[config.mk]
export PLATFORM = sky130hd
export DESIGN_NAME = hctb_node_store
export DESIGN_NICKNAME = d
export VERILOG_FILES = /design/src/hdl/huffman_code_table_builder_unit_assert.svh /design/src/hdl/hctb_pkg.sv /design/src/hdl/hctb_node_store.sv
export SDC_FILE = /design/constraint.sdc
export NUM_CORES = 2
export LEC_CHECK = 0
export BUFFER_PORTS_ARGS = -buffer_cell sky130_fd_sc_hd__buf_4
export CELL_PAD_IN_SITES_DETAIL_PLACEMENT = 1
export CELL_PAD_IN_SITES_GLOBAL_PLACEMENT = 1
export CORE_MARGIN = 3
export CORE_UTILIZATION = 38
export CTS_CLUSTER_SIZE = 16
export DETAILED_ROUTE_END_ITERATION = 10
export GPL_TIMING_DRIVEN = 0
export PLACE_DENSITY_LB_ADDON = 0.08
export SETUP_SLACK_MARGIN = 0.3
export SYNTH_ARGS = -nofsm -noshare
export SYNTH_HDL_FRONTEND = slang
export SYNTH_SLANG_ARGS = --single-unit
[constraint.sdc]
create_clock -name clk -period 3.6 [get_ports clk]
set_clock_uncertainty 0.1 [all_clocks]
set_input_delay 0.72 -clock clk [delete_from_list [all_inputs] [get_ports clk]]
set_output_delay 0.72 -clock clk [all_outputs]
set_load 0.01 [all_outputs]
[src/hdl/huffman_code_table_builder_unit_assert.svh]
// Assertion macros for the Huffman code table builder.
// Needs clk and arst_n in the scope of each use.
`ifndef HUFFMAN_CODE_TABLE_BUILDER_UNIT_ASSERT_SVH
`define HUFFMAN_CODE_TABLE_BUILDER_UNIT_ASSERT_SVH
// Same-cycle implication.
`define HCTB_ASSERT_NOW(label, ante, cons) \
	label: assert property (@(posedge clk) disable iff (!arst_n) (ante) |-> (cons)) \
		else $error("hctb assertion failed");
// Next-cycle implication.
`define HCTB_ASSERT_NEXT(label, ante, cons) \
	label: assert property (@(posedge clk) disable iff (!arst_n) (ante) |=> (cons)) \
		else $error("hctb assertion failed");
`endif

[src/hdl/hctb_pkg.sv]
// Shared constants, types and codes of the Huffman code table builder.
// No dependencies.
package hctb_pkg;
	localparam int ALPHABET_SIZE_DEF = 26;
	localparam int COUNT_WIDTH_DEF = 16;
	localparam int CHAR_W = 8;
	localparam int LETTER_W = 5;
	localparam int CODE_W = 25;
	localparam int LEN_W = 5;
	localparam logic [LEN_W-1:0] LEN_LIMIT = 5'd25;
	localparam logic [CHAR_W-1:0] CHAR_UPPER_A = 8'h41;
	localparam logic [CHAR_W-1:0] CHAR_UPPER_Z = 8'h5A;
	localparam logic [CHAR_W-1:0] CHAR_LOWER_A = 8'h61;
	localparam logic [CHAR_W-1:0] CHAR_LOWER_Z = 8'h7A;
	localparam logic [CHAR_W-1:0] CASE_GAP = 8'd32;

	typedef struct packed {
		logic [CODE_W-1:0] bits;
		logic [LEN_W-1:0] len;
	} code_entry_t;

	typedef enum logic [1:0] {
		LOP_NONE = 2'd0,
		LOP_INSERT = 2'd1,
		LOP_MERGE = 2'd2,
		LOP_CLEAR = 2'd3
	} list_op_t;

	typedef struct packed {
		list_op_t op;
	} list_ctl_t;

	typedef enum logic [8:0] {
		S_COUNT = 9'b000000001,
		S_DRAIN = 9'b000000010,
		S_SEED = 9'b000000100,
		S_MERGE = 9'b000001000,
		S_CRD = 9'b000010000,
		S_CWA = 9'b000100000,
		S_CWB = 9'b001000000,
		S_ORD = 9'b010000000,
		S_OLD = 9'b100000000
	} state_t;
endpackage

[src/hdl/hctb_node_store.sv]
// Node memories: children of internal nodes and code of every node.
// Depends on hctb_pkg.
module hctb_node_store import hctb_pkg::*; #(
	parameter int NODE_SLOTS = 2 * ALPHABET_SIZE_DEF - 1,
	parameter int NW = 6
) (
	input logic clk,
	input logic ch_we,
	input logic [NW-1:0] ch_waddr,
	input logic [2*NW-1:0] ch_wdata,
	input logic [NW-1:0] ch_raddr,
	output logic [2*NW-1:0] ch_rdata,
	input logic cd_we,
	input logic [NW-1:0] cd_waddr,
	input code_entry_t cd_wdata,
	input logic [NW-1:0] cd_raddr,
	output code_entry_t cd_rdata
);
	logic [2*NW-1:0] ch_mem [NODE_SLOTS];
	code_entry_t cd_mem [NODE_SLOTS];

	always_ff @(posedge clk) begin
		ch_rdata <= ch_mem[ch_raddr];
		if (ch_we) begin
			ch_mem[ch_waddr] <= ch_wdata;
		end
	end

	always_ff @(posedge clk) begin
		cd_rdata <= cd_mem[cd_raddr];
		if (cd_we) begin
			cd_mem[cd_waddr] <= cd_wdata;
		end
	end
endmodule

# Word level (Yosys, flattened, before mapping)
# Memory sizes are Yosys's and may differ from the RTL's. A register that Yosys moved wholly into a read port is not among the register bits.
# Index checks and enable logic that the tools add are counted.
[classes]
muxes = 4
multipliers = 0
shift = 0
div_mod_pow = 0
n_addsub = 0
n_bitwise = 0
eq_ne = 0
magnitude_cmp = 0
n_reduce_logical = 0
[op_table]
columns = ["operator", "count"]
rows = [
  ["$mux 1", 4],
]
[word_totals]
wordCells = 6
latch_bits = 0
ramBits = 2142
inputBits = 69
mem_count = 2
romBits = 0
reg_bits = 0
[mem_list]
columns = ["memory", "depth", "width", "rd", "rd_ports_with_merged_regs", "write_ports", "line", "rtl"]
rows = [
  ["cd_mem", 51, 30, 1, 1, 1, "hctb_node_store.sv:20", "code_entry_t cd_mem [NODE_SLOTS];"],
  ["ch_mem", 51, 12, 1, 1, 1, "hctb_node_store.sv:19", "logic [2*NW-1:0] ch_mem [NODE_SLOTS];"],
]

# Depth between registers and ports, before layout
[depth]
word_depth = 2
depth_mapped = 11
mapped_depth_nobuf = 5

# Worst setup path after synthesis
# No wires, ideal clock.
[synth_timing]
kind = "input to register"
from = "input cd_we"
to = "memory cd_mem[40][0] in the netlist's numbering (enable)"
arrival_time_ns = 3.090
path_slack_ns = -0.045
path_stages = 4
setup_time_ns = 0.455
cell_sequence = "nand2_1 -> nor2_1 -> nand3b_1 -> nor3_1"
[synth_between]
elab_chain_cells = 2
[synth_rtl]
columns = ["item", "line", "rtl"]
rows = [
  ["from (decl)", "hctb_node_store.sv:13", "input logic cd_we,"],
  ["$mux 1", "hctb_node_store.sv:31", "if (cd_we) begin"],
  ["$mux 1 (implied by the code)", "hctb_node_store.sv:32", "cd_mem[cd_waddr] <= cd_wdata;"],
  ["to (decl)", "hctb_node_store.sv:20", ""],
]
# Every way passes these cells.

==> flow_metrics.tcl <==
set metrics [dict create \
    port_buffers 98 \
    synth_cell_type_count 43 \
    drtPass1Iterations 7 \
    setup_ws_ps 212 \
    grt_pass1_wl_mm 340 \
    numCtsBuffers 230 \
    core-area_um2 218000 \
    die-area_um2 226000 \
    netlist.area_leader.share_pct 76.8 \
    finalSetupViolCount 0 \
    drt-initial-drc-count 3653 \
    antenna_found_initial 4 \
    drive_gt1_share_pct 27.5 \
    fin_setup_tns_ps 0 \
    place_area_um2 89600 \
    drv_cap 0 \
    required_ps 4230 \
    grt_max_degree 52 \
    synth-compound-area-share_pct 2.67 \
    ys_seq_elements 2184 \
    finalPower_w 0.0540 \
    cp-end-kind "flip-flop" \
    synthXorXnorAreaFrac_pct 0 \
    ctsHtreeMaxLevel 4 \
    drc 0 \
    ys_warn_count 0 \
    irDropWorstVdd_mv 0.514 \
    fin_nets 4248 \
    ant_nets 0 \
    cts_sinks 2184 \
    syn_area_per_cell_um2 22.1 \
    critPathMaxStageDelay_ps 800 \
    crit_chain "buf_2 -> buf_4 -> buf_4 -> buf_2 -> mux4_2 -> mux2i_1 -> o21ai_0 -> o311ai_0 -> a31oi_1" \
    routed_wl_mm 242 \
    gp_congestion 0.811 \
    track_usage_pct 21.5 \
    dpl.cell_count 6797 \
    min_path_type "input port to flip-flop" \
    fin_crit_sh_pct 94.1 \
    synth_edf_count 2142 \
    fin_cells 7228 \
    ys_seq_area_share_pct 77.9 \
    synth_top_area_cell "edfxtp_1" \
    clockBufferDepth 3 \
    drv_slew 0 \
    final_common_cell "edfxtp_1" \
    p_leak_nw 30.6 \
    fmax_ghz 0.295 \
    ys.flop_type "edfxtp_1" \
    min_period_ps 3390 \
    postCtsHoldBufs 0 \
    grt_setup_unrepaired "true" \
    cp_max_fo 10 \
    start_kind "input port" \
    synth_area_leaders "edfxtp_1 77%, mux4_2 13%, mux2i_1 3.0%" \
    overflow 0 \
    dp_slack_ps -1280 \
    final_cell_mix "2142 x edfxtp_1, 473 x mux4_2, 251 x mux2i_1" \
    clk_pin_slew_worst_paths_ps 60 \
    maxSlewHeadroom_pct 9.39 \
    io_pins 111 \
    root_buffer "clkbuf_16" \
    crit_type "input port to flip-flop" \
    syn_area_um2 83700 \
    dpl.hpwl_mm 159 \
    grt_pass1_vias 42600 \
    syn_inst 3783 \
    finalHoldViolations 0 \
    syn_nets 3852 \
    synth_top_family_by_area "multiplexers" \
    vias 39900 \
    async_flop_share_pct 0 \
    wire_per_inst_um 33.5 \
    arrival_ps 4020 \
    pwr_density_cell_nw_per_um2 557 \
    insertion_delay_ps 850 \
    synth-simple-area-share_pct 1.75 \
    area_growth_pct 15.8 \
    fp.dieH_um 475 \
    status "completed" \
    postCtsSetupBuffers 0 \
    cts_tree "built" \
    cp_slowest_cell "o21ai_0" \
    fin_area_um2 96900 \
    worst_slew_pin_slew_ps 1350 \
    num_rows 171 \
    synthAdderAreaFrac_pct 0 \
    via_per_inst 5.52 \
    die_x_um 475 \
    start_util_pct 38.4 \
    muxShareOfSynthArea_pct 16.2 \
]
[registers in the layout, summed over array words and instances (netlist names)]
| name | flops |
|---|---|
| cd_mem | 1530 |
| cd_rdata | 30 |
| ch_rdata | 12 |
| ch_mem | 612 |
[layout make-up]
type / count / area, um2
Fill cell: 19800 / 121000
Multi-Input combinational cell: 1383 / 17700
Buffer: 215 / 1320
Antenna cell: 4 / 10.0
Inverter: 1 / 3.75
Sequential cell: 2184 / 65200
Timing Repair Buffer: 164 / 1970
Tap cell: 2854 / 3570
Clock buffer: 300 / 6170
Clock inverter: 123 / 991
[timing repair]
item	4_1_cts	5_1_grt
resized for setup	23	13
setup endpoints to repair	22	6
endpoints found under the hold margin	0	0
[worst paths after layout]
| check | start | to | slack (ps) | depth (start not counted) |
|---|---|---|---|---|
| hold / removal | cd_wdata[1] | cd_mem[26][1] | 270 | 1 |
| setup reg to reg | cd_mem[31][24] | cd_rdata[24] | 970 | 5 |
| hold reg to reg | cd_mem[50][22] | cd_rdata[22] | 580 | 2 |
| setup / recovery | cd_raddr[2] | cd_rdata[14] | 210 | 9 |
[worst max-delay path: cells and delay by family]
kind	cells	cell delay, ps
buffers and inverters	4	1360
AOI/OAI and AO/OA	3	1490
muxes	2	350
[power breakdown]
part	leakage (nW)	switching, W	internal, W
clock network	3.53	0.00991	0.0129
logic	7.47	0.00197	0.00103
registers	19.6	0.0000558	0.0281
[metal layers]
layer	wire length [um]	part of all wire (%)	global-route usage, %	vias to the layer above
met3	9120	3.8	2.94	277
li1	-	-	-	16800
met2	123000	51	37.1	895
met5	11	0.0045	0	-
met1	104000	43	28.8	21900
met4	5800	2.4	5.31	2
[logic make-up after synthesis]
family                 Yosys count
flip-flops                    2184
multiplexers                   758
AND/OR/NAND/NOR                323
AO/OA/AOI/OAI                  302
buffers and inverters          216
[Yosys cell counts (18+ instances only)]
cell type     n
a21oi_1      29
a221oi_1     46
a22oi_1      72
buf_2        55
buf_4        32
buf_6        18
clkbuf_1     88
dfxtp_1      42
edfxtp_1   2142
mux2_2       33
mux2i_1     251
mux4_2      473
nand2_1      80
nand2b_1     29
nor2_1      131
nor2b_1      21
nor3_1       28
o21ai_0      57
[metrics by stage]
stage                     hold slack [ps]  util [%]
after floorplan                       426         -
after global placement                522      40.4
after detailed placement              537      41.1
after CTS                             201      44.4
after global routing                  241      44.4
final                                 268      44.4
Power figures use the tool's default switching activity.
