`src/hdl/huffman_code_table_builder_unit_assert.svh`:
```
// Assertion macros for the Huffman code table builder.
// Needs clk and arst_n in the scope of each use.
`ifndef HUFFMAN_CODE_TABLE_BUILDER_UNIT_ASSERT_SVH
`define HUFFMAN_CODE_TABLE_BUILDER_UNIT_ASSERT_SVH
// Same-cycle implication.
`define HCTB_ASSERT_NOW(label, ante, cons) \
	label: assert property (@(posedge clk) disable iff (!arst_n) (ante) |-> (cons)) \
		else $error("hctb assertion failed");
// Next-cycle implication.
`define HCTB_ASSERT_NEXT(label, ante, cons) \
	label: assert property (@(posedge clk) disable iff (!arst_n) (ante) |=> (cons)) \
		else $error("hctb assertion failed");
`endif

```
`src/hdl/hctb_pkg.sv`:
```
// Shared constants, types and codes of the Huffman code table builder.
// No dependencies.
package hctb_pkg;
	localparam int ALPHABET_SIZE_DEF = 26;
	localparam int COUNT_WIDTH_DEF = 16;
	localparam int CHAR_W = 8;
	localparam int LETTER_W = 5;
	localparam int CODE_W = 25;
	localparam int LEN_W = 5;
	localparam logic [LEN_W-1:0] LEN_LIMIT = 5'd25;
	localparam logic [CHAR_W-1:0] CHAR_UPPER_A = 8'h41;
	localparam logic [CHAR_W-1:0] CHAR_UPPER_Z = 8'h5A;
	localparam logic [CHAR_W-1:0] CHAR_LOWER_A = 8'h61;
	localparam logic [CHAR_W-1:0] CHAR_LOWER_Z = 8'h7A;
	localparam logic [CHAR_W-1:0] CASE_GAP = 8'd32;

	typedef struct packed {
		logic [CODE_W-1:0] bits;
		logic [LEN_W-1:0] len;
	} code_entry_t;

	typedef enum logic [1:0] {
		LOP_NONE = 2'd0,
		LOP_INSERT = 2'd1,
		LOP_MERGE = 2'd2,
		LOP_CLEAR = 2'd3
	} list_op_t;

	typedef struct packed {
		list_op_t op;
	} list_ctl_t;

	typedef enum logic [8:0] {
		S_COUNT = 9'b000000001,
		S_DRAIN = 9'b000000010,
		S_SEED = 9'b000000100,
		S_MERGE = 9'b000001000,
		S_CRD = 9'b000010000,
		S_CWA = 9'b000100000,
		S_CWB = 9'b001000000,
		S_ORD = 9'b010000000,
		S_OLD = 9'b100000000
	} state_t;
endpackage

```
`src/hdl/hctb_sort_list.sv`:
```
// Weight-ordered list of tree nodes; insert after equal weights, merge the two heads.
// Depends on hctb_pkg.
module hctb_sort_list import hctb_pkg::*; #(
	parameter int ALPHABET_SIZE = ALPHABET_SIZE_DEF,
	parameter int WW = COUNT_WIDTH_DEF + 5,
	parameter int NW = 6,
	localparam int LW = $clog2(ALPHABET_SIZE + 1)
) (
	input logic clk,
	input logic arst_n,
	input list_ctl_t ctl,
	input logic [WW-1:0] ins_weight,
	input logic [NW-1:0] ins_id,
	output logic [LW-1:0] len,
	output logic [NW-1:0] head_a,
	output logic [NW-1:0] head_b,
	output logic [WW-1:0] head_sum
);
	logic [WW-1:0] w_q [ALPHABET_SIZE];
	logic [NW-1:0] id_q [ALPHABET_SIZE];
	logic [LW-1:0] len_q;
	logic [WW-1:0] src_w [ALPHABET_SIZE];
	logic [NW-1:0] src_id [ALPHABET_SIZE];
	logic [ALPHABET_SIZE-1:0] le;
	logic [WW-1:0] nw;
	logic merge;
	logic [LW-1:0] keep_len;

	assign merge = (ctl.op == LOP_MERGE);
	assign len = len_q;
	assign head_a = id_q[0];
	assign head_b = id_q[1];
	assign head_sum = w_q[0] + w_q[1];
	assign nw = merge ? head_sum : ins_weight;
	assign keep_len = merge ? len_q - LW'(2) : len_q;

	always_comb begin
		for (int j = 0; j < ALPHABET_SIZE; j++) begin
			if (merge) begin
				src_w[j] = (j + 2 < ALPHABET_SIZE) ? w_q[(j + 2) % ALPHABET_SIZE] : '0;
				src_id[j] = (j + 2 < ALPHABET_SIZE) ? id_q[(j + 2) % ALPHABET_SIZE] : '0;
			end else begin
				src_w[j] = w_q[j];
				src_id[j] = id_q[j];
			end
			le[j] = (LW'(j) < keep_len) && (src_w[j] <= nw);
		end
	end

	always_ff @(posedge clk) begin
		if (ctl.op == LOP_INSERT || merge) begin
			for (int j = 0; j < ALPHABET_SIZE; j++) begin
				if (le[j]) begin
					w_q[j] <= src_w[j];
					id_q[j] <= src_id[j];
				end else if (j == 0 || le[(j + ALPHABET_SIZE - 1) % ALPHABET_SIZE]) begin
					w_q[j] <= nw;
					id_q[j] <= merge ? ins_id : ins_id;
				end else begin
					w_q[j] <= src_w[(j + ALPHABET_SIZE - 1) % ALPHABET_SIZE];
					id_q[j] <= src_id[(j + ALPHABET_SIZE - 1) % ALPHABET_SIZE];
				end
			end
		end
	end

	always_ff @(posedge clk or negedge arst_n) begin
		if (!arst_n) begin
			len_q <= '0;
		end else if (ctl.op == LOP_CLEAR) begin
			len_q <= '0;
		end else if (ctl.op != LOP_NONE) begin
			len_q <= keep_len + 1'b1;
		end
	end
endmodule

```
`config.mk`:
```
export PLATFORM = sky130hd
export DESIGN_NAME = hctb_sort_list
export DESIGN_NICKNAME = d
export VERILOG_FILES = /design/src/hdl/huffman_code_table_builder_unit_assert.svh /design/src/hdl/hctb_pkg.sv /design/src/hdl/hctb_sort_list.sv
export SDC_FILE = /design/constraint.sdc
export NUM_CORES = 2
export LEC_CHECK = 0
export BUFFER_PORTS_ARGS = -buffer_cell sky130_fd_sc_hd__buf_2
export CAP_MARGIN = 20
export CORE_MARGIN = 4
export CORE_UTILIZATION = 62
export CTS_CLUSTER_SIZE = 10
export DETAILED_ROUTE_END_ITERATION = 8
export PLACE_DENSITY = 0.78
export SLEW_MARGIN = 20
export SYNTH_ARGS = -nofsm -noshare
export SYNTH_HDL_FRONTEND = slang
export SYNTH_SLANG_ARGS = --single-unit
```
`constraint.sdc`:
```
create_clock -name clk -period 8.08 [get_ports clk]
set_clock_uncertainty 0.05 [all_clocks]
set_input_delay 0.808 -clock clk [delete_from_list [all_inputs] [get_ports clk]]
set_output_delay 0.808 -clock clk [all_outputs]
set_load 0.01 [all_outputs]
```
# Yosys cells after proc, flatten, opt, wreduce, memory -nomap -nowiden
# Memories as Yosys holds them, arrays and structs flattened.
# Cells that the tools add are included.
dict set report word_totals {
  register_bits 5
  mem_bits_rw 702
  inputBits 31
  output_inout_bits 38
  elab_cells 605
  n_memories 2
}
# memory words word_bits rd rd_ports_with_merged_regs wr line_no
set mem_list {}
lappend mem_list {w_q 26 21 26 0 26 hctb_sort_list.sv:19} ;# logic [WW-1:0] w_q [ALPHABET_SIZE];
lappend mem_list {id_q 26 6 26 0 26 hctb_sort_list.sv:20} ;# logic [NW-1:0] id_q [ALPHABET_SIZE];
dict set report op_classes {
  n_addsub 3
  n_lt_le_gt_ge 52
  n_eq_ne 3
  muxes 413
  n_bitwise 102
  n_reduce_logical 29
}
# operator count
set ops {}
lappend ops {{$mux W21} 78}
lappend ops {{$le A21 B21 Y1} 26}
lappend ops {{$mux W6} 77}
lappend ops {{$mux W1} 255}
lappend ops {{$or A1 B1 Y1} 102}
lappend ops {{$lt A5 B5 Y1 const A} 10}
lappend ops {{$lt A4 B5 Y1 const A} 8}
lappend ops {{$logic_and A1 B1 Y1} 26}
lappend ops {{$add A21 B21 Y21} 1}
lappend ops {{$lt A3 B5 Y1 const A} 4}
lappend ops {{$mux W5} 3}
lappend ops {{$lt A1 B5 Y1 const A} 2}
lappend ops {{$lt A2 B5 Y1 const A} 2}
lappend ops {{$add A5 B1 Y5 const B} 1}
lappend ops {{$sub A5 B2 Y5 const B} 1}
lappend ops {{$eq A2 B2 Y1 const B} 2}
lappend ops {{$reduce_bool A2 Y1} 2}
lappend ops {{$eq A2 B1 Y1 const B} 1}
lappend ops {{$logic_or A1 B1 Y1} 1}

# Longest topological paths before layout
dict set report logic_depth {
  word_depth 10
  depth_mapped 27
  depth_no_buf 21
}

# Worst setup path before layout
# Ideal clock, no wire load.
dict set report synth_path {
  kind {input port to flip-flop}
  start {input port ctl[0] (netlist bit)}
  end {memory w_q[1][196] (netlist bit), data pin}
  setup_time_ns 0.260
  arrival_ns 17.203
  required_ns 7.770
  slack_ns -9.433
  cell_stages 8
  n_path_buf 4
  cell_sequence {inv_1 -> ha_1 -> clkbuf_1 -> clkbuf_1 -> clkbuf_1 -> nand2_1 -> clkbuf_1 -> mux2_2}
}
# element line_no
set synth_rtl {}
lappend synth_rtl {{start, declared} hctb_sort_list.sv:11} ;# input list_ctl_t ctl,
lappend synth_rtl {{end, declared} hctb_sort_list.sv:19}

==> metrics <==
Tcrit/Tclk final between 90% and 100%; vias in the first global route approximately 45000; top cell type's share of synthesized area a little over a third; outcome completed; final worst path period need around 7.6 ns; Ys Warns 0; number of hold buffers added after CTS 1; placer congestion estimate about 0.95; die width 318 um; DIE AREA 101000 um^2; Req. time, crit path between 8 and 9 ns; Unique masters post-synth 95; multi-input logic area roughly 37000 um^2; # port buffers ~70; Resize count post-CTS 0; final setup TNS 0 ns; share of flip-flops with an asynchronous set or reset 0.707%; first-pass GRT wire length ~260 mm; initial antenna violation count 4; die height 318 um; CORE AREA between 90000 and 100000 um^2; Avg WL per Cell approximately 25 um; drt first pass iters 8; CP Max Fanout 27; clk sinks between 700 and 800; Gate Count Post-Synth ~5400; worst hold path class in -> async; flops & latches, synth around 710; row count around 110; Skew-Pair Late Insertion Delay between 0.6 and 0.7 ns; drt initial violations 5052; Starting Density a little over three fifths; clk slew on worst S/H paths 0.06 ns; commonest non-fill, non-tap cell in the layout mux2_2; commonest cells after routing, fill and taps aside 984 x mux2_2, 702 x edfxtp_1, 664 x mux2i_1; area grow syn2layout 6.81%; Slew Limit Fails 0; Mapped Area 59600 um^2; Critical Path AT 7.97 ns; Max-Slew Margin vs Limit approximately 16%; final hold viol count 0; clk buf depth 3; CP Class reg -> reg; final net count around 5900; CTS Buf Count 85; CTS Root Cell clkbuf_16; Fmax roughly 130 MHz; area leader, netlist edfxtp_1; largest net degree at the start of global routing ~150; Setup-failing EPs final 0; via count around 45000; max-cap violations 0; Avg Inst Size Synth around 11 um^2; Fillers 7248; total gr overflow 0; Worst-Margin Slew 1.25 ns; dpl hpwl roughly 120 mm; WL final between 150 and 200 mm; CTS tree yes; Seq/Total Area, Yosys ~36%; CP Launch Type flip-flop; gr usage total around a third; Top FF cell, synth edfxtp_1; Synthesized Nets 5950; antenna-violating nets left 0; Via density just under 7; CTS H-tree depth 3; Post-synth EDFFs around 700; IO Count 69; RSZ-0062 raised after global routing false; drt drc 0; Fin Hold WS between 0.4 and 0.5 ns; postcts setup bufs 0; layout cells sized above 1 approximately 26%; register area around 21000 um^2; top post-synthesis cells by area edfxtp_1 35%, mux2_2 19%, ha_1 11%; CP Capture Type flip-flop
-- Yosys cell counts, types with 9 or more instances --
cell and count:
nand4_1 74, mux2_2 984, o21ai_1 13, o21a_1 66
xnor2_1 21, a31oi_1 96, a21o_1 88, buf_2 156
a21boi_0 12, nor2b_1 63, nor3_1 62, clkbuf_1 142
o221ai_1 10, nor4_1 17, edfxtp_1 702, ha_1 545
o31ai_1 42, buf_1 29, and2_1 9, inv_1 75
a21oi_1 318, nand3_1 79, a211oi_1 43, buf_4 39
o21ai_0 372, nor2_1 114, nand2b_1 29, nand2_1 257
a31o_2 17, a221oi_1 12, xor2_1 10, and4_1 14
mux2i_1 665, nand3b_1 14, o211ai_1 23, buf_6 10
and3_1 15, a211o_1 10
-- critical path: stages, from the launching register on --
cell and delay (ns):
edfxtp_1 0.40, ha_1 0.33, a211oi_1 0.46, o21ai_1 0.26, a31o_2 0.30, a21o_1 0.21
a31oi_1 0.22, xnor2_1 0.16, mux2_2 0.60, inv_1 0.52, buf_4 0.30, ha_1 0.29
nand2_1 0.13, o21ai_0 0.20, a221oi_1 0.96, a21oi_1 0.17, nor2_1 0.12, a21oi_1 0.11
a21oi_4 0.52, nand2b_1 0.20, buf_4 0.40, mux2_2 0.39
-- registers in the layout (all words and copies together), names as in the netlist --
name,flops
w_q,546
id_q,156
len,5
-- metal layers --
layer	routed length, um	vias up	global-route usage (%)	part of all wire, %
li1	-	20728	-	-
met4	6640	4	12.2	4.0
met3	14300	326	5.43	8.5
met1	69800	22221	42.9	42
met2	76900	1959	51.0	46
met5	24	-	0	0.014
-- logic make-up after synthesis --
family | count (synthesis) | synth area share, %
xor+xnor | 32 | 0.483
flops | 707 | 35.6
fa+ha+maj | 553 | 11.6
compound gates | 1197 | 12.4
mux | 1659 | 30.1
buf+inv | 458 | 3.58
simple gates | 767 | 6.35
-- area by class of cell --
cell class                      count  share of cell area [%]
Timing Repair Buffer              213                    2.56
Clock inverter                     19                   0.175
Sequential cell                   707                    33.3
Tap cell                         1265                    2.49
Clock buffer                      110                    3.54
Antenna cell                        1                 0.00393
Inverter                           82                   0.487
Multi-Input combinational cell   4208                    57.5
-- worst paths after layout --
kind	slack [ns]	start	cells after the start	end
setup / recovery	0.46	w_q[0][1]	21	w_q[0][97]
hold / removal	0.45	arst_n	2	len[3]
setup reg to reg	0.46	w_q[0][1]	21	w_q[0][97]
hold reg to reg	0.60	len[4]	2	len[4]
max in group asynchronous	7.38	arst_n	2	len[2]
min in group clk	0.60	ctl[0]	3	len[3]
-- metrics by stage --
step / worst slack [ns] / cells / cell area [um^2] / util, %
floorplan: 0.291 / 5373 / 59600 / -
global placement: 0.408 / 6474 / 61300 / 64.4
finish: 0.458 / 6605 / 63700 / 66.9
global route: 0.277 / 6604 / 63700 / 66.9
detailed placement: 0.864 / 6474 / 61300 / 64.4
CTS: 0.777 / 6604 / 63700 / 66.9
Power is not shown: default switching activity piles up to over one toggle a cycle in this logic, so the estimate is an artifact.
