===== src/hdl/huffman_code_table_builder_unit_assert.svh =====
// Assertion macros for the Huffman code table builder.
// Needs clk and arst_n in the scope of each use.
`ifndef HUFFMAN_CODE_TABLE_BUILDER_UNIT_ASSERT_SVH
`define HUFFMAN_CODE_TABLE_BUILDER_UNIT_ASSERT_SVH
// Same-cycle implication.
`define HCTB_ASSERT_NOW(label, ante, cons) \
	label: assert property (@(posedge clk) disable iff (!arst_n) (ante) |-> (cons)) \
		else $error("hctb assertion failed");
// Next-cycle implication.
`define HCTB_ASSERT_NEXT(label, ante, cons) \
	label: assert property (@(posedge clk) disable iff (!arst_n) (ante) |=> (cons)) \
		else $error("hctb assertion failed");
`endif


===== src/hdl/hctb_pkg.sv =====
// Shared constants, types and codes of the Huffman code table builder.
// No dependencies.
package hctb_pkg;
	localparam int ALPHABET_SIZE_DEF = 26;
	localparam int COUNT_WIDTH_DEF = 16;
	localparam int CHAR_W = 8;
	localparam int LETTER_W = 5;
	localparam int CODE_W = 25;
	localparam int LEN_W = 5;
	localparam logic [LEN_W-1:0] LEN_LIMIT = 5'd25;
	localparam logic [CHAR_W-1:0] CHAR_UPPER_A = 8'h41;
	localparam logic [CHAR_W-1:0] CHAR_UPPER_Z = 8'h5A;
	localparam logic [CHAR_W-1:0] CHAR_LOWER_A = 8'h61;
	localparam logic [CHAR_W-1:0] CHAR_LOWER_Z = 8'h7A;
	localparam logic [CHAR_W-1:0] CASE_GAP = 8'd32;

	typedef struct packed {
		logic [CODE_W-1:0] bits;
		logic [LEN_W-1:0] len;
	} code_entry_t;

	typedef enum logic [1:0] {
		LOP_NONE = 2'd0,
		LOP_INSERT = 2'd1,
		LOP_MERGE = 2'd2,
		LOP_CLEAR = 2'd3
	} list_op_t;

	typedef struct packed {
		list_op_t op;
	} list_ctl_t;

	typedef enum logic [8:0] {
		S_COUNT = 9'b000000001,
		S_DRAIN = 9'b000000010,
		S_SEED = 9'b000000100,
		S_MERGE = 9'b000001000,
		S_CRD = 9'b000010000,
		S_CWA = 9'b000100000,
		S_CWB = 9'b001000000,
		S_ORD = 9'b010000000,
		S_OLD = 9'b100000000
	} state_t;
endpackage


===== src/hdl/hctb_count_store.sv =====
// Letter count memory with read-modify-write and forwarding.
// Depends on hctb_pkg.
module hctb_count_store import hctb_pkg::*; #(
	parameter int ALPHABET_SIZE = ALPHABET_SIZE_DEF,
	parameter int COUNT_WIDTH = COUNT_WIDTH_DEF,
	localparam int IW = $clog2(ALPHABET_SIZE)
) (
	input logic clk,
	input logic arst_n,
	input logic bump,
	input logic [IW-1:0] raddr,
	input logic clear,
	output logic [COUNT_WIDTH-1:0] rd_cnt,
	output logic [ALPHABET_SIZE-1:0] present
);
	logic [COUNT_WIDTH-1:0] mem [ALPHABET_SIZE];
	logic [COUNT_WIDTH-1:0] rd_q;
	logic rd_vld_q;
	logic [IW-1:0] ra_q;
	logic bump_s1;
	logic [ALPHABET_SIZE-1:0] vld_q;
	logic wr_v_q;
	logic [IW-1:0] wr_idx_q;
	logic [COUNT_WIDTH-1:0] wr_val_q;
	logic [COUNT_WIDTH-1:0] cur;
	logic [COUNT_WIDTH-1:0] nxt;

	assign cur = (wr_v_q && wr_idx_q == ra_q) ? wr_val_q : (rd_vld_q ? rd_q : '0);
	assign nxt = (&cur) ? cur : cur + 1'b1;
	assign rd_cnt = rd_vld_q ? rd_q : '0;
	assign present = vld_q;

	always_ff @(posedge clk) begin
		rd_q <= mem[raddr];
		if (bump_s1) begin
			mem[ra_q] <= nxt;
		end
	end

	always_ff @(posedge clk) begin
		ra_q <= raddr;
		wr_idx_q <= ra_q;
		wr_val_q <= nxt;
	end

	always_ff @(posedge clk or negedge arst_n) begin
		if (!arst_n) begin
			bump_s1 <= 1'b0;
			vld_q <= '0;
			wr_v_q <= 1'b0;
			rd_vld_q <= 1'b0;
		end else begin
			bump_s1 <= bump;
			wr_v_q <= bump_s1;
			rd_vld_q <= vld_q[raddr];
			if (clear) begin
				vld_q <= '0;
			end else if (bump_s1) begin
				vld_q[ra_q] <= 1'b1;
			end
		end
	end
endmodule


===== config.mk =====
export PLATFORM = sky130hd
export DESIGN_NAME = hctb_count_store
export DESIGN_NICKNAME = d
export VERILOG_FILES = /design/src/hdl/huffman_code_table_builder_unit_assert.svh /design/src/hdl/hctb_pkg.sv /design/src/hdl/hctb_count_store.sv
export SDC_FILE = /design/constraint.sdc
export NUM_CORES = 1
export LEC_CHECK = 0
export BUFFER_PORTS_ARGS = -buffer_cell sky130_fd_sc_hd__buf_2
export CORE_UTILIZATION = 50
export CTS_CLUSTER_SIZE = 40
export DETAILED_ROUTE_END_ITERATION = 8
export GPL_TIMING_DRIVEN = 1
export PLACE_DENSITY = 0.62
export SLEW_MARGIN = 10
export SYNTH_ARGS = -nofsm -noshare
export SYNTH_HDL_FRONTEND = slang
export SYNTH_SLANG_ARGS = --single-unit

===== constraint.sdc =====
create_clock -name clk -period 8.4 [get_ports clk]
set_input_delay 0.42 -clock clk [delete_from_list [all_inputs] [get_ports clk]]
set_output_delay 0.42 -clock clk [all_outputs]
set_load 0.01 [all_outputs]

# After elaboration in Yosys (flattened, before gate mapping)
# Memory sizes are Yosys's and may differ from the RTL's. A register that Yosys moved wholly into a read port is not among the register bits.
# Index checks and enable logic that the tools add are counted.
# word_totals
register_bits	55
latch_bits	0
ramBits	416
rom_bits	0
inputBits	9
output_inout_bits	42
word_cells	29
memories	1
# memory_table
memory	words	word_bits	read_ports	rd_clocked_by_memory_dff	wr	line_no	text
mem	26	16	1	1	1	hctb_count_store.sv:16	logic [COUNT_WIDTH-1:0] mem [ALPHABET_SIZE];
# op_classes
add_sub_neg	1
n_mul	0
n_div	0
magnitude_cmp	3
eq_ne	1
shifts	0
n_mux	11
bitwise	1
reduce_logical	4
# op_table
op	n
26-bit two-way mux	2
16-bit two-way mux	3
26-bit bitwise OR	1
16-bit by 1-bit adder with 16-bit output, second input constant	1
16-bit AND reduction	1
5-bit by 6-bit less-than comparator with 1-bit output, second input constant	2
1-bit binary-select mux with 5-bit select	1
1-bit demux with 5-bit select	1
5-bit equality test	1
5-bit by 1-bit greater-or-equal comparator with 1-bit output, second input constant	1
1-bit two-way mux	4
1-bit logical AND	2
2-bit nonzero test	1

# Logic depth before layout (Yosys ltp)
# Gate-level depths: netlist of run 1.
# depth
ltp_word	7
depth_mapped	15
mapped_depth_nobuf	12

# Worst setup path after synthesis of run 1
# OpenSTA, ideal clock, no wires.
# synth_path
kind	register to register
startpoint	register ra_q[4]
endpoint	memory mem[0][3] (netlist bit), data pin
setup_time_ns	0.414
arrival_time_ns	4.097
required_ns	7.986
slack_ns	3.889
path_stages_with_launch	16
path_buffers	3
period_less_slack_ns	4.511
cell_sequence	dfxtp_1 xor2_1 or4_1 buf_6 nor2_8 buf_8 buf_12 nand2_1 o21ai_2 ha_1 nand3_1 or3_1 nor3_2 nor3_1 xnor2_1 o21ai_0
# synth_between
elab_chain_len	5
word_cells_on_any_way	6
cone_classes	1 x add/sub; 1 x eq/ne; 2 x mux; 2 x reduce/logical
# synth_lines
item	line_no	text
start, declared	hctb_count_store.sv:19	logic [IW-1:0] ra_q;
start signal, assigned	hctb_count_store.sv:41	ra_q <= raddr;
5-bit equality test *	hctb_count_store.sv:28	assign cur = (wr_v_q && wr_idx_q == ra_q) ? wr_val_q : (rd_vld_q ? rd_q : '0);
1-bit logical AND *	hctb_count_store.sv:28	
16-bit two-way mux *	hctb_count_store.sv:28	
16-bit by 1-bit adder with 16-bit output / 16-bit AND reduction (equally long branches)	hctb_count_store.sv:29	assign nxt = (&cur) ? cur : cur + 1'b1;
16-bit two-way mux *	hctb_count_store.sv:29	
net nxt[3]	hctb_count_store.sv:26	logic [COUNT_WIDTH-1:0] nxt;
end, declared	hctb_count_store.sv:16	
# Mark *: on every way through the listed nets, which the timed path passes. The rest lies on a longest branch.

# Worst setup path after layout of run 1
# layout_path
startpoint	register ra_q[4]
endpoint	memory mem[8][2] (netlist bit), data pin
# Same word-level chain as after synthesis.

==> impl_metrics.tcl, run 1 <==
set metrics [dict create \
    outcome "finished, final reports clean" \
    startpoint_type "register" \
    cts.repair.resized 0 \
    die_w_um 197 \
    grt_max_degree 55 \
    reg2reg_from "ra_q[4]" \
    wl_mm 45.9 \
    postRouteAntennaNets 0 \
    swShare_pct 21.0 \
    r2r_cells 12 \
    drive_above_1_share_pct 29.7 \
    hp-class "in2reg" \
    finalNonFillerCells 1597 \
    synth_area_um2 19000 \
    crit_slowest_cell "xor2_2" \
    grt_use_total_pct 24.6 \
    slew_viol_final 0 \
    arrival_ns 5.31 \
    drt-vias-per-instance 6.03 \
    relSlewSlack_pct 19.4 \
    p_comb_share_pct 5.1 \
    post_drt_wl_per_cell_um 28.7 \
    remaining_drc_errors 0 \
    layout_min_cycle_time_ns 5.08 \
    grt_pass1_vias 9642 \
    r2r_slack_ns 3.32 \
    syn-num-nets 989 \
    grt_pass1_wl_mm 66.5 \
    io_pins 51 \
    htreeDepth 2 \
    initial_utilization_pct 50.6 \
    numCtsBuffers 50 \
    synth_edf_count 416 \
    cp_cell_sequence "xor2_1 > or4_1 > nor2_8 > nand2_1 > o21ai_2 > ha_1 > nand3_1 > or3_1 > nor3_2 > mux2i_1 > nand2_1 > xor2_2" \
    ys_seq_area_share_pct 73.9 \
    fin_util_pct 57.8 \
    clkLatencyLatePin_ns 0.59 \
    holdPathStages 2 \
    finalSetupViolCount 0 \
    final_cell_mix "edfxtp_1, mux4_2, nor2_1" \
    required_ns 8.63 \
    clock_sinks 487 \
    timing.setup.tns_ns 0 \
    synth-main-ff-cell "edfxtp_1" \
    p_int_mw 4.13 \
    drt-pass1-iter-count 5 \
    worst-path-buf-inv 0 \
    hold_path_end "present[9]" \
    io_buffers 50 \
    vias 9624 \
    min_period_over_period_pct 60.5 \
    async_flop_share_pct 5.95 \
    dp_cells 1501 \
    critical_path_class "reg2reg" \
    drtIter0Drc 999 \
    hold_viol_final 0 \
    core_um2 37600 \
    r2r-end "mem[8][2]" \
    area_growth_syn_to_layout_pct 14.3 \
    p_clk_share_pct 43.3 \
    cp_top_family "simple AND/OR/NAND/NOR gates" \
    pre_cts_slack_ns 3.41 \
    p_seq_share_pct 51.6 \
    cp_common_cell "nand2_1" \
    rsz0062_at_grt "no" \
    finClkSkew_ns 0.0164 \
    grt_remaining_overflow 0 \
    powerDensity_nw_per_um2 241 \
    crit_path_max_fanout 33 \
    synth_area_per_cell_um2 19.4 \
    setup_ws_ns 3.32 \
    worstMarginPinSlew_ns 1.19 \
    cts_tree "built" \
    cts_root_buffer "clkbuf_16" \
    syn_inst 979 \
    max_stage_delay_ns 0.83 \
    timing.hold.ws_ns 0.279 \
    synth_warnings 0 \
    die_y_um 197 \
    num_rows 71 \
    num_antenna_cells 0 \
    end_kind "register" \
    yosys.cell_types.count 50 \
    clk_path_buf_depth 3 \
    ys_seq_elements 487 \
    hp-start "clear" \
    leakage_nw 7.23 \
    switchingPower_mw 1.10 \
    clock.fmax_ghz 0.197 \
    final_common_cell "edfxtp_1" \
    dp_hpwl_mm 23.9 \
    clk_pin_slew_ns 0.06 \
    final_net_count 1054 \
    ir_drop_mv 0.151 \
    antenna_found_initial 0 \
    place_congestion 0.910 \
    maxCapViolations 0 \
    dieArea_um2 38800 \
]
## routing by layer
layer,vias to the layer above,track usage (%),share of wire [%]
met4,0,7.72,2.2
met2,398,35.9,44
met5,-,0,0
met3,60,4.81,7.3
met1,5101,37.6,46
li1,4065,-,-
## power by group through the flow
stage	Combinational [mW]	Clock, mW	Sequential (mW)
after floorplan	0.179	0	2.74
after global placement	0.264	0	2.75
after detailed placement	0.267	0	2.75
after CTS	0.270	2.29	2.70
after global routing	0.288	2.38	2.70
final	0.267	2.27	2.70
## layout make-up
class | instances | area, um^2
fill | 2822 | 15800
multi-input combinational | 435 | 4950
inverter | 8 | 30.0
tap | 511 | 639
clock buffer | 73 | 1490
timing repair buffer | 62 | 357
sequential | 487 | 14100
clock inverter | 21 | 209
## registers in the layout, summed over array words and instances, names as in the netlist
register / count
rd_vld_q: 1
ra_q: 5
bump_s1: 1
present: 26
wr_v_q: 1
mem: 416
wr_idx_q: 5
wr_val_q: 16
rd_q: 16
## per-stage QoR
step | power [mW] | cell area (um^2)
final | 5.23 | 21700
after global routing | 5.37 | 21700
after CTS | 5.26 | 21700
after detailed placement | 3.02 | 20000
after global placement | 3.01 | 20000
after floorplan | 2.92 | 19000
## repair_timing
action	CTS	global route
hold endpoints to repair	30	0
buffers inserted	0	0
hold buffers	2	0
## cell families (layout without fill, tap and decap cells)
| kind of cell | after synthesis | after routing | synth area share (%) |
|---|---|---|---|
| adders and majority gates | 1 | 1 | 0.0658 |
| muxes | 171 | 171 | 16.9 |
| xor gates and xnor gates | 20 | 20 | 0.921 |
| DFF | 487 | 487 | 73.9 |
| buffers and inverters | 57 | 164 | 1.43 |
| and+or+nand+nor | 190 | 190 | 4.97 |
| AOI/OAI and AO/OA | 53 | 53 | 1.76 |
## worst max-delay path by stage
stage | end | startpoint | slack, ns | cells after the start
floorplan | mem[0][3] | ra_q[4] | 3.89 | 15
global placement | mem[5][2] | ra_q[4] | 3.41 | 12
detailed placement | mem[5][2] | ra_q[4] | 3.41 | 12
CTS | mem[11][2] | ra_q[4] | 3.35 | 12
global route | mem[17][2] | ra_q[4] | 2.96 | 12
finish | mem[8][2] | ra_q[4] | 3.32 | 12
## cell usage after synthesis (3+ instances only)
cell	number	area, um^2
a211oi_1	18	135
a21oi_1	23	115
and2_1	9	56.3
buf_1	10	37.5
buf_2	12	60.1
clkbuf_1	22	82.6
dfrtp_1	29	726
dfxtp_1	42	841
edfxtp_1	416	12500
inv_1	8	30.0
mux2_2	18	203
mux2i_1	34	340
mux4_2	119	2680
nand2_1	22	82.6
nand3_1	10	50.1
nand3b_1	6	45.0
nand4_1	8	50.1
nor2_1	88	330
nor2b_1	17	106
nor3_1	7	35.0
o21ai_0	4	20.0
or3b_2	3	26.3
or4_1	3	22.5
xnor2_1	10	87.6
xor2_1	10	87.6
No activity file was read; power rests on OpenSTA's default activity.
==> inputs of run 2 (changes only) <==
--- a/config.mk
+++ b/config.mk
@@ -10,7 +10,7 @@
 export CTS_CLUSTER_SIZE = 40
 export DETAILED_ROUTE_END_ITERATION = 8
 export GPL_TIMING_DRIVEN = 1
-export PLACE_DENSITY = 0.62
+export PLACE_DENSITY = 0.65
 export SLEW_MARGIN = 10
 export SYNTH_ARGS = -nofsm -noshare
 export SYNTH_HDL_FRONTEND = slang
==> constraint.sdc (replaced) <==
create_clock -name clk -period 4.5 [get_ports clk]
set_input_delay 0.225 -clock clk [delete_from_list [all_inputs] [get_ports clk]]
set_output_delay 0.225 -clock clk [all_outputs]
set_load 0.01 [all_outputs]
==> impl_metrics.tcl, run 2 (synthesized netlist as in run 1, its figures left out) <==
set metrics [dict create \
    dp_hpwl_mm 24.2 \
    grt_use_met2_pct 35.6 \
    numCtsBuffers 49 \
    grt_pass1_vias 9793 \
    area_growth_syn_to_layout_pct 14.7 \
    crit_path_max_fanout 27 \
    clk_path_buf_depth 3 \
    finClkSkew_ns 0.0186 \
    timing.hold.ws_ns 0.0988 \
    outcome "finished, final reports clean" \
    initial_utilization_pct 50.6 \
    num_antenna_cells 0 \
    drtIter0Drc 916 \
    timing.setup.tns_ns 0 \
    final_net_count 1071 \
    clock_sinks 487 \
    setup_ws_ns 0.409 \
    startpoint_type "register" \
    p_total_mw 9.61 \
    rsz0062_at_grt "no" \
    io_pins 51 \
    grt_max_degree 53 \
    core_um2 37600 \
    top_usage_layer "met1" \
    final_common_cell "edfxtp_1" \
    wl_mm 45.3 \
    grt_remaining_overflow 0 \
    drive_above_1_share_pct 30.6 \
    dp_cells 1519 \
    clkLatencyLatePin_ns 0.58 \
    htreeDepth 2 \
    place_congestion 0.898 \
    finalSetupViolCount 0 \
    cts_root_buffer "clkbuf_16" \
    top_register "mem" \
    drt-pass1-iter-count 5 \
    ir_drop_mv 0.287 \
    die_y_um 197 \
    drt-vias-per-instance 6.02 \
    postRouteAntennaNets 0 \
    maxCapViolations 0 \
    io_buffers 50 \
    powerDensity_nw_per_um2 441 \
    grt_pass1_wl_mm 66.3 \
    clk_pin_slew_ns 0.06 \
    fin_util_pct 58.0 \
    cts_tree "built" \
    arrival_ns 4.33 \
    dieArea_um2 38800 \
    largest_reg_flops 416 \
    end_kind "register" \
    hp-class "in2reg" \
    relSlewSlack_pct 30.5 \
    use_met1_pct 37.0 \
    remaining_drc_errors 0 \
    die_w_um 197 \
    critical_path_class "reg2reg" \
    leakage_nw 7.30 \
    post_drt_wl_per_cell_um 28.1 \
    fin_area_um2 21800 \
    pre_cts_slack_ns 0.337 \
    final_cell_mix "edfxtp_1, mux4_2, nor2_1" \
    min_period_over_period_pct 90.9 \
    clock.fmax_ghz 0.244 \
    antenna_found_initial 0 \
    finalNonFillerCells 1612 \
    use_met3_pct 4.93 \
    post_cts_buffers 0 \
    slew_viol_final 0 \
    grt_use_total_pct 24.3 \
    hold_viol_final 0 \
    fill_cells 2843 \
    num_rows 71 \
    vias 9698 \
    place_area_um2 20200 \
    required_ns 4.74 \
    worstMarginPinSlew_ns 1.04 \
    layout_min_cycle_time_ns 4.09 \
]
==> run 2: changes by cell type in the layout (fill, tap and decap cells not counted), sizes merged <==
| cell | change |
|---|---|
| buf | +18 |
| bufinv | -3 |
| clkbuf | +3 |
| clkinv | -5 |
| inv | +2 |
==> run 2: worst paths after layout <==
check	cells after the start	from	slack, ns	end
worst max-delay path	12	ra_q[4]	0.41	mem[23][2]
worst min-delay path	2	clear	0.1	present[19]
worst max register to register	12	ra_q[4]	0.41	mem[23][2]
worst min register to register	0	ra_q[0]	0.43	wr_idx_q[0]
max in group asynchronous	2	arst_n	3.86	present[1]
min in group asynchronous	2	arst_n	0.22	present[22]
==> run 2: area by class of cell <==
type                    count  area, um^2  area share, %
multi-input cells         435        4930           22.6
flip-flops and latches    487       14100           64.5
repair buffers             80         529           2.43
well taps                 511         639           2.93
clock inverters            15         105          0.482
clock buffers              76        1510           6.94
inverters                   8        30.0          0.138
==> run 2: worst max-delay path, stage by stage (launching register included) <==
cell and delay [ns]:
dfxtp_1 0.46, xor2_1 0.12, or4_1 0.69, nor2_8 0.19, nand2_1 0.08, o21ai_2 0.12, ha_1 0.28, nand3_1 0.09
or3_1 0.43, nor3_2 0.20, mux2i_1 0.15, nand2_1 0.17, xor2_2 0.77
==> run 2: layer usage <==
layer | wire length (um) | up-vias
li1 | - | 4109
met1 | 20400 | 5110
met2 | 20100 | 402
met3 | 3480 | 77
met4 | 1250 | 0
met5 | 0 | -
==> run 2: where the power goes <==
part	total, mW	internal, mW	switching [mW]
clock	4.06	2.37	1.68
sequential	5.04	5.00	0.0449
combinational	0.512	0.201	0.311
==> run 2: timing repair <==
item,CTS,global route
setup endpoints to repair,0,3
endpoints found under the hold margin,30,0
gates resized for setup,0,1
hold buffers,2,0
==> inputs of run 3 (changes only) <==
--- a/config.mk
+++ b/config.mk
@@ -5,6 +5,7 @@
 export SDC_FILE = /design/constraint.sdc
 export NUM_CORES = 1
 export LEC_CHECK = 0
+export ABC_AREA = 1
 export BUFFER_PORTS_ARGS = -buffer_cell sky130_fd_sc_hd__buf_2
 export CORE_UTILIZATION = 50
 export CTS_CLUSTER_SIZE = 40
==> impl_metrics.tcl, run 3 <==
set metrics [dict create \
    yosys.cell_types.count 38 \
    synth_edf_count 416 \
    powerDensity_nw_per_um2 443 \
    post_drt_wl_per_cell_um 25.0 \
    final_cell_mix "edfxtp_1, nor2_1, o21ai_0" \
    num_rows 72 \
    clkLatencyLatePin_ns 0.59 \
    min_period_over_period_pct 77.3 \
    place_area_um2 20400 \
    final_common_cell "edfxtp_1" \
    max_stage_delay_ns 0.51 \
    hold_viol_final 0 \
    antenna_found_initial 0 \
    relSlewSlack_pct 13.3 \
    postRouteAntennaNets 0 \
    synth_top_area_share_pct 63.6 \
    ir_drop_mv 0.275 \
    end_kind "register" \
    required_ns 4.62 \
    worstMarginPinSlew_ns 1.30 \
    grt_pass1_wl_mm 82.3 \
    rsz0062_at_grt "no" \
    drive_above_1_share_pct 12.3 \
    r2r_slack_ns 1.02 \
    die_w_um 200 \
    finClkSkew_ns 0.0212 \
    largest_reg_flops 416 \
    holdPathStages 2 \
    io_pins 51 \
    leakage_nw 7.73 \
    arrival_ns 3.60 \
    crit_path_max_fanout 28 \
    hp-class "in2reg" \
    synth_warnings 0 \
    r2r_cells 13 \
    syn-num-nets 1651 \
    dieArea_um2 40100 \
    async_flop_share_pct 5.95 \
    cts_root_buffer "clkbuf_16" \
    die_y_um 200 \
    grt_use_total_pct 27.9 \
    synth_area_per_cell_um2 12.0 \
    place_congestion 0.935 \
    drt-pass1-iter-count 5 \
    timing.setup.tns_ns 0 \
    crit_slowest_cell "nand3_2" \
    startpoint_type "register" \
    post_cts_buffers 0 \
    vias 13300 \
    grt_remaining_overflow 0 \
    remaining_drc_errors 0 \
    fin_area_um2 22000 \
    htreeDepth 2 \
    cp_cell_sequence "inv_2 > nand2_2 > nand2_2 > nor2_4 > buf_4 > nand3_4 > nand2_1 > nand2_1 > ha_1 > nand3_2 > nor2_8 > nand2_4 > nand3_2" \
    dp_hpwl_mm 29.4 \
    synth_common_cells "edfxtp_1, nor2_1, o21ai_0, nand2_1, clkbuf_1" \
    finalSetupViolCount 0 \
    grt_max_degree 173 \
    grt_pass1_vias 12800 \
    outcome "finished, final reports clean" \
    yosysTopAreaCell "edfxtp_1" \
    core_um2 38600 \
    ys_seq_elements 487 \
    fin_util_pct 57.0 \
    cts.repair.resized 0 \
    cts_hold_buf 2 \
    synth.most_common_cell "edfxtp_1" \
    drtIter0Drc 1389 \
    final_net_count 1671 \
    clk_pin_slew_ns 0.06 \
    ys_seq_area_share_pct 71.6 \
    drt-vias-per-instance 6.01 \
    num_antenna_cells 0 \
    critical_path_class "reg2reg" \
    cts_tree "built" \
    layout_min_cycle_time_ns 3.48 \
    clock.fmax_ghz 0.287 \
    synthTopCellsByArea "edfxtp_1, o21ai_0, nor2_1" \
    syn_inst 1641 \
    clk_path_buf_depth 3 \
    area_growth_syn_to_layout_pct 12.1 \
    initial_utilization_pct 50.8 \
    clock_sinks 487 \
    slew_viol_final 0 \
    numCtsBuffers 47 \
    wl_mm 55.4 \
    io_buffers 50 \
    top_register "mem" \
    synth-main-ff-cell "edfxtp_1" \
    synth_area_um2 19600 \
    p_total_mw 9.75 \
    maxCapViolations 0 \
]
-- run 3: cell types whose count changed in the layout (fill, tap and decap cells not counted), moves of 19 or more --
cell      delta
a21oi_1     -19
inv_1       +56
o221ai_1    +60
mux2i_1     -29
o22ai_1     +40
nand3_1     +31
mux4_2     -119
nand4_1     +22
o21ai_0    +267
nor2_1     +249
nand2_1    +108
-- run 3: where the power goes --
part | switching, mW | internal, mW | total (mW)
clock network | 1.67 | 2.31 | 3.98
registers | 0.0376 | 5.05 | 5.09
logic | 0.525 | 0.164 | 0.688
-- run 3: final cells by class --
class,instances,area (um^2)
sequential,487,14100
timing repair buffer,76,482
clock buffer,64,1290
tap,518,648
fill,3123,16600
clock inverter,24,263
inverter,72,275
multi-input combinational,977,5000
-- run 3: logic make-up after synthesis --
| logic type | Yosys count | synth area share, % |
|---|---|---|
| buffers and inverters | 177 | 3.72 |
| muxes | 1 | 0.0510 |
| xor gates and xnor gates | 1 | 0.0446 |
| and+or+nand+nor | 577 | 12.7 |
| adders and majority gates | 1 | 0.0637 |
| DFF | 487 | 71.6 |
| AOI/OAI and AO/OA | 397 | 11.8 |
-- run 3: worst max-delay path, delay by kind of cell (launching register included) --
family                     cells  cell delay [ns]
DFF                            1             0.47
buffers and inverters          2             0.38
and+or+nand+nor               10             1.87
adders and majority gates      1             0.26
-- run 3: path summary, 6_finish.rpt --
| check | startpoint | endpoint |
|---|---|---|
| max in group asynchronous | arst_n | present[4] |
| max reg2reg | ra_q[3] | mem[20][4] |
| min in group asynchronous | arst_n | present[23] |
| min reg2reg | ra_q[1] | wr_idx_q[1] |
| min | raddr[3] | ra_q[3] |
| max | ra_q[3] | mem[20][4] |
-- run 3: per-layer routing --
metal  routed length, um  GRT usage (%)  vias up
met5                   0              0        -
met4                1760           9.53        0
met3                4350           5.30      102
met2               26700           45.6      552
met1               22600           37.6     6677
li1                    -              -     5994
-- run 3: per-stage QoR --
step / setup slack, ns / hold WS [ns] / cells
2_1_floorplan: 1.75 / -0.0706 / 1641
3_3_place_gp: 1.19 / 0.387 / 2128
3_5_place_dp: 1.11 / 0.382 / 2128
4_1_cts: 1.08 / 0.133 / 2218
5_1_grt: 0.793 / 0.164 / 2218
6_report: 1.02 / 0.172 / 2218
